==> config.mk <==
export PLATFORM = sky130hd
export DESIGN_NAME = ctw_ctrl
export DESIGN_NICKNAME = d
export VERILOG_FILES = /design/src/sv/ctw_pkg.sv /design/src/sv/ctw_ctrl.sv
export SDC_FILE = /design/constraint.sdc
export NUM_CORES = 1
export LEC_CHECK = 0
export ABC_AREA = 1
export ABC_CLOCK_PERIOD_IN_PS = 1300
export BUFFER_PORTS_ARGS = -buffer_cell sky130_fd_sc_hd__buf_2
export CORE_ASPECT_RATIO = 1.1
export CORE_MARGIN = 2
export CORE_UTILIZATION = 35
export CTS_CLUSTER_DIAMETER = 80
export CTS_CLUSTER_SIZE = 20
export DETAILED_ROUTE_END_ITERATION = 10
export MAX_ROUTING_LAYER = met4
export SLEW_MARGIN = 40
export SYNTH_ARGS = -nofsm -noshare
export SYNTH_HDL_FRONTEND = slang
export SYNTH_SLANG_ARGS = --single-unit
==> constraint.sdc <==
create_clock -name clk_i -period 1.3 [get_ports clk_i]
set_input_delay 0.195 -clock clk_i [delete_from_list [all_inputs] [get_ports clk_i]]
set_output_delay 0.195 -clock clk_i [all_outputs]
set_load 0.01 [all_outputs]
==> src/sv/ctw_pkg.sv <==
// ----------------------------------------------------------------------------
// ctw_pkg
// shared constants, codes and controller/datapath interface types for the
// text console writer
// ----------------------------------------------------------------------------
`default_nettype none

package ctw_pkg;

  // screen geometry
  localparam int unsigned COLUMNS      = 80;
  localparam int unsigned ROWS         = 25;
  localparam int unsigned CELLS        = ROWS * COLUMNS;
  localparam int unsigned SCROLL_CELLS = (ROWS - 1) * COLUMNS;

  // field widths
  localparam int unsigned ADDR_W    = $clog2(CELLS);
  localparam int unsigned ROW_W     = 5;
  localparam int unsigned COL_W     = 7;
  localparam int unsigned CHAR_W    = 8;
  localparam int unsigned COLOR_W   = 4;
  localparam int unsigned CELL_W    = 2 * COLOR_W + CHAR_W;
  localparam int unsigned CMD_W     = 2;
  localparam int unsigned CFG_IDX_W = 1;

  typedef logic [ADDR_W-1:0] addr_t;

  // request commands
  typedef enum logic [CMD_W-1:0] {
    CMD_PUT   = 2'd0,
    CMD_CLEAR = 2'd1,
    CMD_READ  = 2'd2,
    CMD_NONE  = 2'd3
  } cmd_e;

  // configuration register indexes
  localparam logic [CFG_IDX_W-1:0] CFG_FG = 1'd0;
  localparam logic [CFG_IDX_W-1:0] CFG_BG = 1'd1;

  localparam logic [COLOR_W-1:0] FG_RESET = 4'd7;
  localparam logic [COLOR_W-1:0] BG_RESET = 4'd0;

  localparam logic [CHAR_W-1:0] NL_CODE    = 8'h0A;
  localparam logic [CHAR_W-1:0] BLANK_CODE = 8'h20;

  // memory address source
  typedef enum logic [1:0] {
    ASEL_CURSOR = 2'd0,
    ASEL_COUNT  = 2'd1,
    ASEL_SRC    = 2'd2,
    ASEL_READ   = 2'd3
  } asel_e;

  // memory write data source
  typedef enum logic [1:0] {
    WSEL_ZERO  = 2'd0,
    WSEL_CHAR  = 2'd1,
    WSEL_BLANK = 2'd2,
    WSEL_MOVE  = 2'd3
  } wsel_e;

  // cursor update
  typedef enum logic [2:0] {
    CUR_HOLD    = 3'd0,
    CUR_ADV     = 3'd1,
    CUR_NEWLINE = 3'd2,
    CUR_HOME    = 3'd3,
    CUR_BOTTOM  = 3'd4
  } cur_e;

  // controller -> datapath
  typedef struct packed {
    logic  accept;
    logic  mem_we;
    logic  mem_re;
    asel_e asel;
    wsel_e wsel;
    logic  cnt_clr;
    logic  cnt_inc;
    cur_e  cur_op;
    logic  out_load;
  } ctl_t;

  // datapath -> controller
  typedef struct packed {
    cmd_e cmd;
    logic is_nl;
    logic last_col;
    logic last_row;
    logic read_ok;
    logic cnt_scr_last;
    logic cnt_last;
    logic out_free;
  } sts_t;

endpackage

`default_nettype wire

==> src/sv/ctw_ctrl.sv <==
// ----------------------------------------------------------------------------
// ctw_ctrl
// sequencer for the text console: clearing pass, put, scroll, clear, read
// ----------------------------------------------------------------------------
`default_nettype none

module ctw_ctrl (
  input  wire logic          clk_i,
  input  wire logic          rst_ni,
  input  wire logic          in_valid_i,
  output logic               in_stall_o,
  input  ctw_pkg::sts_t      sts_i,
  output ctw_pkg::ctl_t      ctl_o
);

  typedef enum logic [9:0] {
    ST_CLR    = 10'b0000000001,
    ST_IDLE   = 10'b0000000010,
    ST_DECODE = 10'b0000000100,
    ST_PUT    = 10'b0000001000,
    ST_SCR_RD = 10'b0000010000,
    ST_SCR_WR = 10'b0000100000,
    ST_BLANK  = 10'b0001000000,
    ST_CLS    = 10'b0010000000,
    ST_READ   = 10'b0100000000,
    ST_DONE   = 10'b1000000000
  } state_e;

  state_e state_q, state_d;

  always_ff @(posedge clk_i or negedge rst_ni) begin
    if (!rst_ni) begin
      state_q <= ST_CLR;
    end else begin
      state_q <= state_d;
    end
  end

  assign in_stall_o = (state_q != ST_IDLE);

  always_comb begin
    state_d        = state_q;
    ctl_o          = '0;
    ctl_o.asel     = ctw_pkg::ASEL_CURSOR;
    ctl_o.wsel     = ctw_pkg::WSEL_ZERO;
    ctl_o.cur_op   = ctw_pkg::CUR_HOLD;
    case (state_q)
      ST_CLR: begin
        ctl_o.mem_we  = 1'b1;
        ctl_o.asel    = ctw_pkg::ASEL_COUNT;
        ctl_o.wsel    = ctw_pkg::WSEL_ZERO;
        ctl_o.cnt_inc = 1'b1;
        if (sts_i.cnt_last) begin
          ctl_o.cnt_inc = 1'b0;
          ctl_o.cnt_clr = 1'b1;
          state_d       = ST_IDLE;
        end
      end
      ST_IDLE: begin
        if (in_valid_i) begin
          ctl_o.accept = 1'b1;
          state_d      = ST_DECODE;
        end
      end
      ST_DECODE: begin
        ctl_o.cnt_clr = 1'b1;
        case (sts_i.cmd)
          ctw_pkg::CMD_PUT: begin
            if (!sts_i.is_nl) begin
              state_d = ST_PUT;
            end else if (sts_i.last_row) begin
              state_d = ST_SCR_RD;
            end else begin
              ctl_o.cur_op = ctw_pkg::CUR_NEWLINE;
              state_d      = ST_DONE;
            end
          end
          ctw_pkg::CMD_CLEAR: state_d = ST_CLS;
          ctw_pkg::CMD_READ:  state_d = sts_i.read_ok ? ST_READ : ST_DONE;
          default:            state_d = ST_DONE;
        endcase
      end
      ST_PUT: begin
        ctl_o.mem_we = 1'b1;
        ctl_o.asel   = ctw_pkg::ASEL_CURSOR;
        ctl_o.wsel   = ctw_pkg::WSEL_CHAR;
        if (!sts_i.last_col) begin
          ctl_o.cur_op = ctw_pkg::CUR_ADV;
          state_d      = ST_DONE;
        end else if (sts_i.last_row) begin
          state_d = ST_SCR_RD;
        end else begin
          ctl_o.cur_op = ctw_pkg::CUR_NEWLINE;
          state_d      = ST_DONE;
        end
      end
      ST_SCR_RD: begin
        ctl_o.mem_re = 1'b1;
        ctl_o.asel   = ctw_pkg::ASEL_SRC;
        state_d      = ST_SCR_WR;
      end
      ST_SCR_WR: begin
        ctl_o.mem_we  = 1'b1;
        ctl_o.asel    = ctw_pkg::ASEL_COUNT;
        ctl_o.wsel    = ctw_pkg::WSEL_MOVE;
        ctl_o.cnt_inc = 1'b1;
        state_d       = sts_i.cnt_scr_last ? ST_BLANK : ST_SCR_RD;
      end
      ST_BLANK: begin
        ctl_o.mem_we  = 1'b1;
        ctl_o.asel    = ctw_pkg::ASEL_COUNT;
        ctl_o.wsel    = ctw_pkg::WSEL_BLANK;
        ctl_o.cnt_inc = 1'b1;
        if (sts_i.cnt_last) begin
          ctl_o.cur_op = ctw_pkg::CUR_BOTTOM;
          state_d      = ST_DONE;
        end
      end
      ST_CLS: begin
        ctl_o.mem_we  = 1'b1;
        ctl_o.asel    = ctw_pkg::ASEL_COUNT;
        ctl_o.wsel    = ctw_pkg::WSEL_BLANK;
        ctl_o.cnt_inc = 1'b1;
        if (sts_i.cnt_last) begin
          ctl_o.cur_op = ctw_pkg::CUR_HOME;
          state_d      = ST_DONE;
        end
      end
      ST_READ: begin
        ctl_o.mem_re = 1'b1;
        ctl_o.asel   = ctw_pkg::ASEL_READ;
        state_d      = ST_DONE;
      end
      ST_DONE: begin
        if (sts_i.out_free) begin
          ctl_o.out_load = 1'b1;
          state_d        = ST_IDLE;
        end
      end
      default: begin
        state_d = ST_IDLE;
      end
    endcase
  end

endmodule

`default_nettype wire

==> flow_summary.yaml, run 1 <==
status:
  status: "finished, violations left"
  violations: "setup timing"
timing:
  tightest_slew_ns: 0.3154
  hold_viol: 0
  tns_ns: -8.564
  fin_crit_sh_pct: 139.6
  rsz0062_at_grt: "true"
  setup_slack_ns: -0.5144
  relSlewSlack_pct: 78.89
  fin_crit_ns: 1.814
  setup_viol_count_final: 23
  slew_viol_final: 0
  finalClockSkew_ns: 0.005250
  timing.hold.ws_ns: 0.1051
  fmax_mhz: 551.1
synthesis:
  syn_area_sq_um: 842.1
  postSynth.asyncResetShare_pct: 100.0
  synth_compound_area_share_pct: 6.241
  syn_nets: 142
  yosysWarnings: 0
  synthDistinctLibCells: 24
  synth_top_area_share_pct: 26.75
  synth_most_common_cell: "nand2_1"
  synth_flop_cell: "dfrtp_1"
  synthAdderAreaFrac_pct: 0
  synth_cells: 130
  yosys.area.top_type: "dfrtp_1"
  yosys-top-cells-area: "dfrtp_1 27%, nand2_1 11%, nor2_1 11%"
  ys_top_cells_by_count: "25 x nand2_1, 24 x nor2_1, 23 x inv_1"
  yosysSeqAreaShare_pct: 29.87
  synth_top_family_by_area: "simple AND/OR/NAND/NOR gates"
  synth-xor-area-share_pct: 0
  yosys.area_share.simple_pct: 52.30
  syn_area_per_cell_sq_um: 6.477
  synth-seq-cells: 10
  synthMuxAreaShare_pct: 0
  synth_edf_count: 0
floorplanning:
  initial_core_util_pct: 37.02
  num_io_pins: 26
  rows: 18
  die-area_sq_um: 2815
  fp.coreArea_sq_um: 2275
  die_y_um: 55.45
  die_w_um: 50.77
drt:
  drc: 0
  ant_nets: 0
  vias_per_cell: 4.814
  firstDrtPassIters: 4
  wl_per_cell_um: 13.62
  first_iter_violations: 17
  vias: 1064
  wl_mm: 3.009
cts:
  cts.sinks: 10
  cts-root-buf: "clkbuf_4"
  clk-insertion-delay-late_ns: 0.28
  tritoncts: "done"
  htreeDepth: 1
  cts_buffers: 3
  clkTransAtPathRegs_ns: 0.08
  clock_path_buffers: 2
worst_setup_path:
  worstPathArrival_ns: 1.62
  crit_fanout: 5
  r2r_slack_ns: -0.43
  start_kind: "register"
  crit_path_start: "state_q[0]"
  cp-end-kind: "primary output"
  r2r-end: "state_q[1]"
  cp_data_required_time_ns: 1.11
  r2r_cells: 13
  reg2reg_from: "state_q[1]"
  path_class: "register to primary output"
pwr:
  p_leak_uw: 0.0008759
  powerDensity_nw_per_um2: 1296
  peakVddDrop_v: 0.0009692
placement:
  dp_slack_ns: -0.2700
  numPlacedInstances: 203
  place.gp.congestion: 0.9138
  dpl_cell_area_sq_um: 1175
  port-buffer-count: 25
  dp_hpwl_mm: 1.943
flow_run:
  max_cap_viol_count: 0
grt:
  grt_use_met2_pct: 35.34
  grt_max_degree: 11
  grt_use_met3_pct: 2.432
  grt_pass1_wl_mm: 4.209
  busiest_layer: "met2"
  grt_use_met1_pct: 23.87
  grt_pass1_vias: 960
  grt_use_total_pct: 20.16
  antenna_found_initial: 0
  grt_remaining_overflow: 0
cells_and_area:
  stdcell_area_sq_um: 1585
  final_cells: 221
  top_regs: "state_q: 10 flops"
  largest_reg_flops: 10
  seqCellArea_sq_um: 254.0
  multi_input_area_sq_um: 720.7
  syn2layout_area_growth_pct: 88.26
  top_register: "state_q"
  drive_above_1_share_pct: 61.78
  diodes: 0
  final_nets: 204
  fill_cells: 179
worst_hold_path:
  hold_end: "state_q[3]"
  min_path_type: "input port to register"
  min-delay-start: "sts_i[6]"
  whs_path_depth: 2
report_power, final:
part           leakage, uW  internal, uW  total, uW  switching, uW
Clock            0.0000210           170        310            139
Sequential        0.000129           352        401           48.4
Combinational     0.000726           586       1340            758
Total             0.000876          1110       2050            946
critical path, stage by stage, from the launching register on:
cell	delay [ns]
dfstp_2	0.56
nor2_4	0.05
nand2_4	0.12
nor2_4	0.06
nor2_4	0.11
nand2_2	0.07
a21oi_2	0.14
nand2_1	0.08
buf_2	0.14
cell usage in the layout, fill, tap and decap left out, types with 4 or more instances in the layout:
cell type	instances
nand2_2	7
buf_6	15
dfrtp_1	7
buf_2	20
nand2_1	20
nand3_4	4
inv_1	20
inv_2	5
nor2_4	11
nor2_1	15
nor2_2	5
buf_4	21
nand3_2	8
nand2_4	6
cell families after synthesis:
group           after synthesis
compound gates                9
simple gates                 85
flops                        10
buf+inv                      26
worst max-delay path by stage:
stage / slack [ns] / endpoint / cells after the start
2_1_floorplan: -0.12 / ctl_o[11] / 7
3_3_place_gp: -0.26 / ctl_o[2] / 6
3_5_place_dp: -0.27 / ctl_o[2] / 6
4_1_cts: -0.49 / ctl_o[2] / 6
5_1_grt: -0.58 / ctl_o[11] / 9
6_report: -0.51 / ctl_o[8] / 8
final cells by class:
type / instances / share of cell area, %
Inverter: 26 / 6.314
Clock buffer: 4 / 2.289
Sequential cell: 10 / 16.02
Timing Repair Buffer: 57 / 27.55
Multi-Input combinational cell: 94 / 45.46
Tap cell: 30 / 2.368
repair_timing:
item                       4_1_cts  5_1_grt
setup buffers                    7        8
hold endpoints to repair         9        0
pin swaps                       16       14
gates resized for setup         27       40
hold buffers                     1        0
setup endpoints to repair       21       23
per-layer routing:
metal | share of wire (%) | vias to the layer above
met5 | 0 | -
met4 | 0.93 | 0
met3 | 2.9 | 4
met2 | 56 | 27
met1 | 40 | 508
li1 | - | 525
through the flow:
step	power (uW)	util, %
3_3_place_gp	1228	51.65
5_1_grt	2168	69.69
6_report	2055	69.69
2_1_floorplan	975.0	-
4_1_cts	1681	60.84
3_5_place_dp	1243	51.65
Note: power is estimated with default switching activity, not from simulation.
==> inputs of run 2 (changes only) <==
Settings changed: CORE_UTILIZATION 35 to 45, PLACE_DENSITY from default to 0.74.
==> run 2 against run 1 <==
The flow still finishes with violations (setup timing). Maximum frequency is 4.5% lower. Die area shrank 21%. Highest routed layer unchanged. Clock power fell by 22%. Combinational power barely moved. Via count rose by 13%. Global-route usage increased by 13 points.
==> flow_summary.yaml, run 2 (synthesis results as in run 1) <==
status:
  status: "finished, violations left"
  violations: "setup timing"
cells_and_area:
  top_register: "state_q"
  seqCellArea_sq_um: 251.5
  final_nets: 208
  top_regs: "state_q: 10 flops"
  drive_above_1_share_pct: 57.44
  multi_input_area_sq_um: 681.9
  syn2layout_area_growth_pct: 82.76
  stdcell_area_sq_um: 1539
  diodes: 0
  layout_common_cells: "26 x buf_4, 23 x inv_1, 21 x buf_2"
  largest_reg_flops: 10
  fill_cells: 98
  final_common_cell: "buf_4"
placement:
  place.gp.congestion: 0.9575
  port-buffer-count: 25
  dpl_cell_area_sq_um: 1197
  dp_hpwl_mm: 2.016
grt:
  grt_use_total_pct: 33.03
  antenna_found_initial: 0
  grt_pass1_vias: 1155
  grt_pass1_wl_mm: 5.271
  grt_remaining_overflow: 0
  grt_max_degree: 11
worst_hold_path:
  hold_end: "state_q[3]"
  whs_path_depth: 2
  min-delay-start: "sts_i[6]"
  min_path_type: "input port to register"
timing:
  fin_crit_sh_pct: 146.2
  setup_viol_count_final: 23
  timing.hold.ws_ns: 0.1053
  tightest_slew_ns: 0.4353
  rsz0062_at_grt: "true"
  slew_viol_final: 0
  setup_slack_ns: -0.6002
  fin_crit_ns: 1.900
  finalClockSkew_ns: 0.007907
  fmax_mhz: 526.3
  hold_viol: 0
  relSlewSlack_pct: 70.91
worst_setup_path:
  r2r-end: "state_q[1]"
  worstPathArrival_ns: 1.71
  path_cells: "inv_2, nand2_1, inv_1, nand3_4, nor2_4, nor2_4, nand2_2, a21oi_2, nand2_1, buf_2"
  crit_fanout: 3
  start_kind: "register"
  cp-end-kind: "primary output"
  max_stage_delay_ns: 0.44
  cp_data_required_time_ns: 1.11
  reg2reg_from: "state_q[4]"
  r2r_cells: 12
  r2r_slack_ns: -0.41
  path_class: "register to primary output"
  cp_slowest_cell: "dfrtp_1"
floorplanning:
  initial_core_util_pct: 47.26
  num_io_pins: 26
  die-area_sq_um: 2234
  die_y_um: 49.37
  rows: 16
  fp.coreArea_sq_um: 1782
  die_w_um: 45.25
cts:
  htreeDepth: 1
  cts-root-buf: "clkbuf_4"
  cts_buffers: 3
  clk-insertion-delay-late_ns: 0.28
  clock_path_buffers: 2
  tritoncts: "done"
  clkTransAtPathRegs_ns: 0.08
  cts.sinks: 10
drt:
  firstDrtPassIters: 4
  first_iter_violations: 59
  drc: 0
  wl_mm: 3.761
  vias_per_cell: 5.662
  ant_nets: 0
  wl_per_cell_um: 17.66
  vias: 1206
flow_run:
  max_cap_viol_count: 0
pwr:
  p_leak_uw: 0.0008887
  peakVddDrop_v: 0.001143
  powerDensity_nw_per_um2: 1299
run 2: cell types whose count changed in the layout (fill, tap and decap cells not counted), moves of 2 or more:
cell | previous run | this run
buf_6 | 15 | 13
dfrtp_2 | 2 | 0
buf_4 | 21 | 26
nand2_1 | 20 | 18
nand3_4 | 4 | 2
nand3_2 | 8 | 5
nand3_1 | 3 | 8
dfrtp_1 | 7 | 9
o21ai_1 | 0 | 2
inv_2 | 5 | 2
inv_1 | 20 | 23
run 2: how the worst max path moves through the flow:
stage,start,end,slack [ns],cells after the start
floorplan,state_q[0],ctl_o[11],-0.12,7
global placement,state_q[4],state_q[9],-0.24,10
detailed placement,state_q[4],state_q[9],-0.30,10
CTS,state_q[5],ctl_o[2],-0.48,6
global route,state_q[7],ctl_o[11],-0.69,10
finish,state_q[7],ctl_o[11],-0.60,10
run 2: per-layer routing:
metal	track usage (%)	vias to the layer above	part of all wire, %	wire length, um
met2	55.24	76	51	1916
met4	16.18	0	6.6	248
met1	37.21	565	37	1399
met3	4.444	28	5.2	197
li1	-	537	-	-
met5	-	-	0	0
run 2: worst max-delay path: cells and delay by family (launching register included):
| family | cells | cell delay [ns] |
|---|---|---|
| compound gates | 1 | 0.15 |
| buf+inv | 3 | 0.31 |
| flops | 1 | 0.44 |
| simple gates | 6 | 0.53 |
run 2: cell type report:
cell class / count / share of cell area [%]
multi-input combinational: 94 / 44.31
timing repair buffer: 61 / 29.67
sequential: 10 / 16.34
inverter: 26 / 6.504
clock buffer: 4 / 1.707
tap: 18 / 1.463
run 2: report_power, final:
group          switching (uW)  total [uW]  leakage [uW]  internal, uW
Combinational             778        1360      0.000742           583
Clock                     123         242     0.0000150           119
Sequential               43.2         395      0.000132           352
Total                     944        2000      0.000889          1050
run 2: timing repair:
| item | 4_1_cts | 5_1_grt |
|---|---|---|
| hold buffers | 1 | 0 |
| setup buffers | 6 | 6 |
| hold endpoints to repair | 9 | 0 |
| resized for setup | 32 | 21 |
| endpoints found under the setup margin | 23 | 24 |
| pin swaps | 17 | 12 |
run 2: per-stage QoR:
stage / setup TNS (ns) / util [%] / setup WS [ns] / cells / power [uW]
floorplan: -0.4374 / - / -0.1217 / 130 / 975.0
global placement: -3.306 / 67.21 / -0.2421 / 196 / 1296
detailed placement: -3.816 / 67.21 / -0.3047 / 196 / 1318
CTS: -7.583 / 79.21 / -0.4840 / 207 / 1756
global route: -10.79 / 86.38 / -0.6901 / 213 / 2089
finish: -9.421 / 86.38 / -0.6002 / 213 / 1998
